**src/psl_pkg.sv**
```systemverilog
package psl_pkg;

    // Item kinds on the input channel
    localparam logic KIND_LOAD  = 1'b0;
    localparam logic KIND_QUERY = 1'b1;

    // Q1.16 one, and the number of bit steps in the multiply and divide loops
    localparam logic [16:0] ONE_Q16   = 17'h10000;
    localparam int          STEPS     = 16;
    localparam int          CNT_W     = 4;
    localparam logic [3:0]  LAST_STEP = 4'(STEPS - 1);

    typedef enum logic [2:0] {
        ST_OK       = 3'd0,
        ST_EMPTY    = 3'd1,
        ST_SINGLE   = 3'd2,
        ST_BEFORE   = 3'd3,
        ST_ZERO_SEG = 3'd4
    } t_status;

    typedef enum logic {
        ALU_ADD = 1'b0,
        ALU_SUB = 1'b1
    } t_alu_op;

    typedef enum logic [3:0] {
        S_IDLE,
        S_LAST,
        S_MUL,
        S_FIRST,
        S_SEARCH,
        S_CMP,
        S_RD1,
        S_RD2,
        S_CHK_LO,
        S_CHK_HI,
        S_DIVISOR,
        S_DIV,
        S_DONE
    } t_state;

    // One stored vertex: position and heading
    typedef struct packed {
        logic signed [31:0] pos_y;
        logic signed [31:0] pos_x;
        logic signed [15:0] head_y;
        logic signed [15:0] head_x;
    } t_vertex;

    typedef struct packed {
        logic               kind;
        logic [7:0]         entry_index;
        logic [31:0]        cum_length;
        logic signed [31:0] vertex_x;
        logic signed [31:0] vertex_y;
        logic signed [15:0] heading_x;
        logic signed [15:0] heading_y;
        logic [16:0]        fraction;
    } t_in_item;

    typedef struct packed {
        t_status            status;
        logic [7:0]         segment_index;
        logic signed [31:0] start_x;
        logic signed [31:0] start_y;
        logic signed [31:0] end_x;
        logic signed [31:0] end_y;
        logic signed [15:0] start_head_x;
        logic signed [15:0] start_head_y;
        logic signed [15:0] end_head_x;
        logic signed [15:0] end_head_y;
        logic [16:0]        alpha;
    } t_out_item;

endpackage

```
**src/psl_alu.sv**
```systemverilog
module psl_alu
    import psl_pkg::*;
#(
    parameter int W = 33
) (
    input  t_alu_op      i_op,
    input  logic [W-1:0] i_a,
    input  logic [W-1:0] i_b,
    output logic [W:0]   o_res
);

    // Add or subtract; the top bit is the carry out or the borrow
    always_comb begin
        unique case (i_op)
            ALU_ADD: o_res = {1'b0, i_a} + {1'b0, i_b};
            ALU_SUB: o_res = {1'b0, i_a} - {1'b0, i_b};
            default: o_res = '0;
        endcase
    end

endmodule

```
**config.mk**
```make
export PLATFORM = sky130hd
export DESIGN_NAME = psl_alu
export DESIGN_NICKNAME = d
export VERILOG_FILES = /design/src/psl_pkg.sv /design/src/psl_alu.sv
export SDC_FILE = /design/constraint.sdc
export NUM_CORES = 1
export LEC_CHECK = 0
export ABC_AREA = 0
export BUFFER_PORTS_ARGS = -buffer_cell sky130_fd_sc_hd__buf_2
export CAP_MARGIN = 40
export CORE_UTILIZATION = 56
export DETAILED_ROUTE_END_ITERATION = 10
export PLACE_DENSITY = 0.95
export REMOVE_ABC_BUFFERS = 1
export SLEW_MARGIN = 20
export SYNTH_ARGS = -nofsm -noshare
export SYNTH_HDL_FRONTEND = slang
export SYNTH_SLANG_ARGS = --single-unit
export TNS_END_PERCENT = 100
```
**constraint.sdc**
```tcl
create_clock -name vclk -period 11.39
set_clock_uncertainty 0.15 [all_clocks]
set_input_delay 2.278 -clock vclk [all_inputs]
set_output_delay 2.278 -clock vclk [all_outputs]
set_load 0.01 [all_outputs]
```
[Word level (Yosys, flattened, before mapping)]
Cells that the tools add are included.
Cells by class
  $add $sub $neg: 2
  multiplexer cells: 1
  bitwise logic cells: 1
Operators with widths (number)
  $pmux W34 S2: 1
  $add A33 B33 Y34: 1
  $sub A33 B33 Y34: 1
  $not A1 Y1: 1
Word-level totals
  register bits after elaboration: 0
  output and inout bits: 34
  word-level logic and storage cells: 4

[Depth between registers and ports, before layout]
  word-level depth: 2
  gate-level depth with buffers: 17
  gate-level depth less buffers: 15

[Worst setup path after synthesis]
Ideal clock, no wire load.
  path kind: input -> output
  start point: in i_b[15]
  end point: out o_res[31]
  arrival: 5623 ps
  data required time: 8962 ps
  setup slack: 3339 ps
  stages: 14
  path buffers: 1
  path through: or4_4 -> nor4_4 -> nand2b_2 -> or4_4 -> nor3b_4 -> nor2_1 -> xnor2_1 -> ha_1 -> clkbuf_1 -> nand2_1 -> or3_1 -> o31ai_1 -> a221oi_1 -> xnor2_1
Between the ends
  cells in the longest elaborated chain, start to end: 2
  elaborated cells between the ends (all ways): 3
  classes of those cells: add/sub (2); mux (1)
RTL lines
  from (decl): RTL line psl_alu.sv:8  | input logic [W-1:0] i_b,
  $sub A33 B33 Y34 or $add A33 B33 Y34 (tied branches): RTL line psl_alu.sv:16, psl_alu.sv:15
  $pmux W34 S2 (*): RTL line psl_alu.sv:14  | unique case (i_op)
  to (decl): RTL line psl_alu.sv:9  | output logic [W:0] o_res
Every way passes the cells marked *; elsewhere a longest branch is shown, timed or not.

[Worst setup path after layout]
  start point: in i_b[3]
  end point: out o_res[31]
The elaborated chain is that of the path after synthesis.

==> flow_summary.ini <==
[power_and_ir_drop]
ir_worst_vdd_v = 0.0000580
power_mw = 0.257
pwr_density_cell_nw_per_um2 = 87.1
p_leak_nw = 1.39

[hold_path]
hp-class = in -> out

[final_layout]
register_area_um2 = 0
drive_gt1_share_pct = 24.1
final_nets = 557
diodes = 0
layout_common_cells = buf_2, a21oi_1, xnor2_1, nor2_1, ha_1
clkbuf_count = 0
area_delta_synth_final_pct = 20.9
final_common_cell = buf_2
n_sequential_cell = 0
fillers = 353

[die]
die_y_um = 68.1
dieArea_um2 = 4630
initial_core_util_pct = 59.8
row_count = 23
ioPinCount = 101
die_w_um = 68.1
core_um2 = 4090

[sta]
finalHoldViolCount = 0
fmax_ghz = 0.117
fin_crit_ns = 8.57
fin_tns_setup_ns = 0
rsz0062_at_grt = no
max_slew.worst_pin.slew_ns = 0.598
fin_crit_sh_pct = 75.2
slew-limit-headroom_pct = 59.8
final-setup-viol-count = 0
finalMaxSlewViolations = 0

[grt]
grt_pass1_vias = 2590
grt_antenna_before_repair = 0
grt_util_all_layers_pct = 29.8
grt-ovfl-total = 0
grt_pass1_wl_um = 11100
grt_max_degree = 34

[run_status]
run_status = finished, final reports clean

[worst_setup_path]
worstPathArrival_ns = 6.14
critPathCaptureType = output pin
start_kind = input port
path_class = in -> out
worstPathMaxFanout = 7
cp.required_ns = 8.96

[drt]
wl_per_cell_um = 14.2
drc = 0
vias = 3101
dr.first_iter.drc_count = 191
drt_pass1_iterations = 5
wirelength_um = 7140
ant_nets = 0
viasPerCell = 6.17

[synth]
synth.avg_cell_area_um2 = 6.66
synthDistinctLibCells = 40
ys_warn_count = 0
synthCells = 367
netlist_area_um2 = 2440
seq_area_frac_synth_pct = 0

[cts]
post_cts_buffers = 0
ctsResizeCount = 0
cts-hold-fix-buffers = 0

[placement]
gp_congestion = 0.985
dp_hpwl_um = 6100
port_buffers = 101

[job]
cap_violations = 0
## cells by family after synthesis
group,Yosys count,synth area share (%)
and+or+nand+nor,111,23.5
adders and majority gates,35,18.2
AOI/OAI and AO/OA,124,30.5
xor gates and xnor gates,62,22.2
buffers and inverters,34,5.22
muxes,1,0.410
## final cells by class
cell class                      instances  area [um^2]  share of cell area [%]
Timing Repair Buffer                  101          505                    17.1
Tap cell                               50         62.6                    2.12
Multi-Input combinational cell        333         2320                    78.4
Inverter                               19         71.3                    2.41
## report_power, final
group | internal [mW] | switching (mW) | total, mW
Clock | 0 | 0 | 0
Combinational | 0.111 | 0.146 | 0.257
Sequential | 0 | 0 | 0
Total | 0.111 | 0.146 | 0.257
## worst max-delay path, stage by stage
cell	delay [ns]
buf_2	0.12
or3_1	0.41
nor3b_1	0.55
and2_1	0.39
nor3b_4	0.31
a21oi_1	0.12
xnor2_1	0.17
ha_1	0.40
nand2_1	0.13
or3_1	0.35
o31ai_1	0.46
a221oi_1	0.16
xnor2_1	0.15
buf_2	0.14
## synthesized netlist by cell type (3+ instances only)
master | number | share of area, %
o21bai_1 | 6 | 1.8
and2_1 | 5 | 1.3
nor3_1 | 10 | 2.0
o21a_1 | 6 | 1.8
nor4_1 | 3 | 0.77
or3_1 | 3 | 0.77
clkbuf_1 | 15 | 2.3
nor2_1 | 34 | 5.2
nand2_1 | 29 | 4.5
xnor2_1 | 54 | 19
a21o_1 | 7 | 2.2
xor2_1 | 8 | 2.9
nand4_1 | 9 | 2.3
o21ai_0 | 20 | 4.1
ha_1 | 34 | 17
a21oi_1 | 57 | 12
inv_1 | 19 | 2.9
nor2b_1 | 3 | 0.77
a31oi_1 | 9 | 2.3
nand3_1 | 4 | 0.82
a211oi_1 | 3 | 0.92
## worst paths after layout
check / from / to / slack (ns) / cells past startpoint
setup / recovery: i_b[3] / o_res[31] / 2.82 / 14
hold / removal: i_a[0] / o_res[0] / 4.81 / 5
## per-stage QoR
stage	hold slack (ns)	setup slack (ns)	area, um^2	std cells	utilization, %
final	4.81	2.82	2960	503	72.3
after global routing	4.85	2.59	2960	503	72.3
after CTS	4.82	2.91	2960	503	72.3
after detailed placement	4.81	2.87	2960	503	72.3
after global placement	4.81	3.06	2960	503	72.3
after floorplan	4.55	3.46	2390	352	-
## per-layer routing
metal / vias to the layer above / GRT usage [%] / share of wire, %
li1: 1499 / - / -
met4: 0 / 4.95 / 1.6
met1: 1420 / 41.2 / 44
met2: 168 / 51.5 / 47
met3: 14 / 1.00 / 7.5
met5: - / 0 / 0
Note: power is estimated with default switching activity, not from simulation.
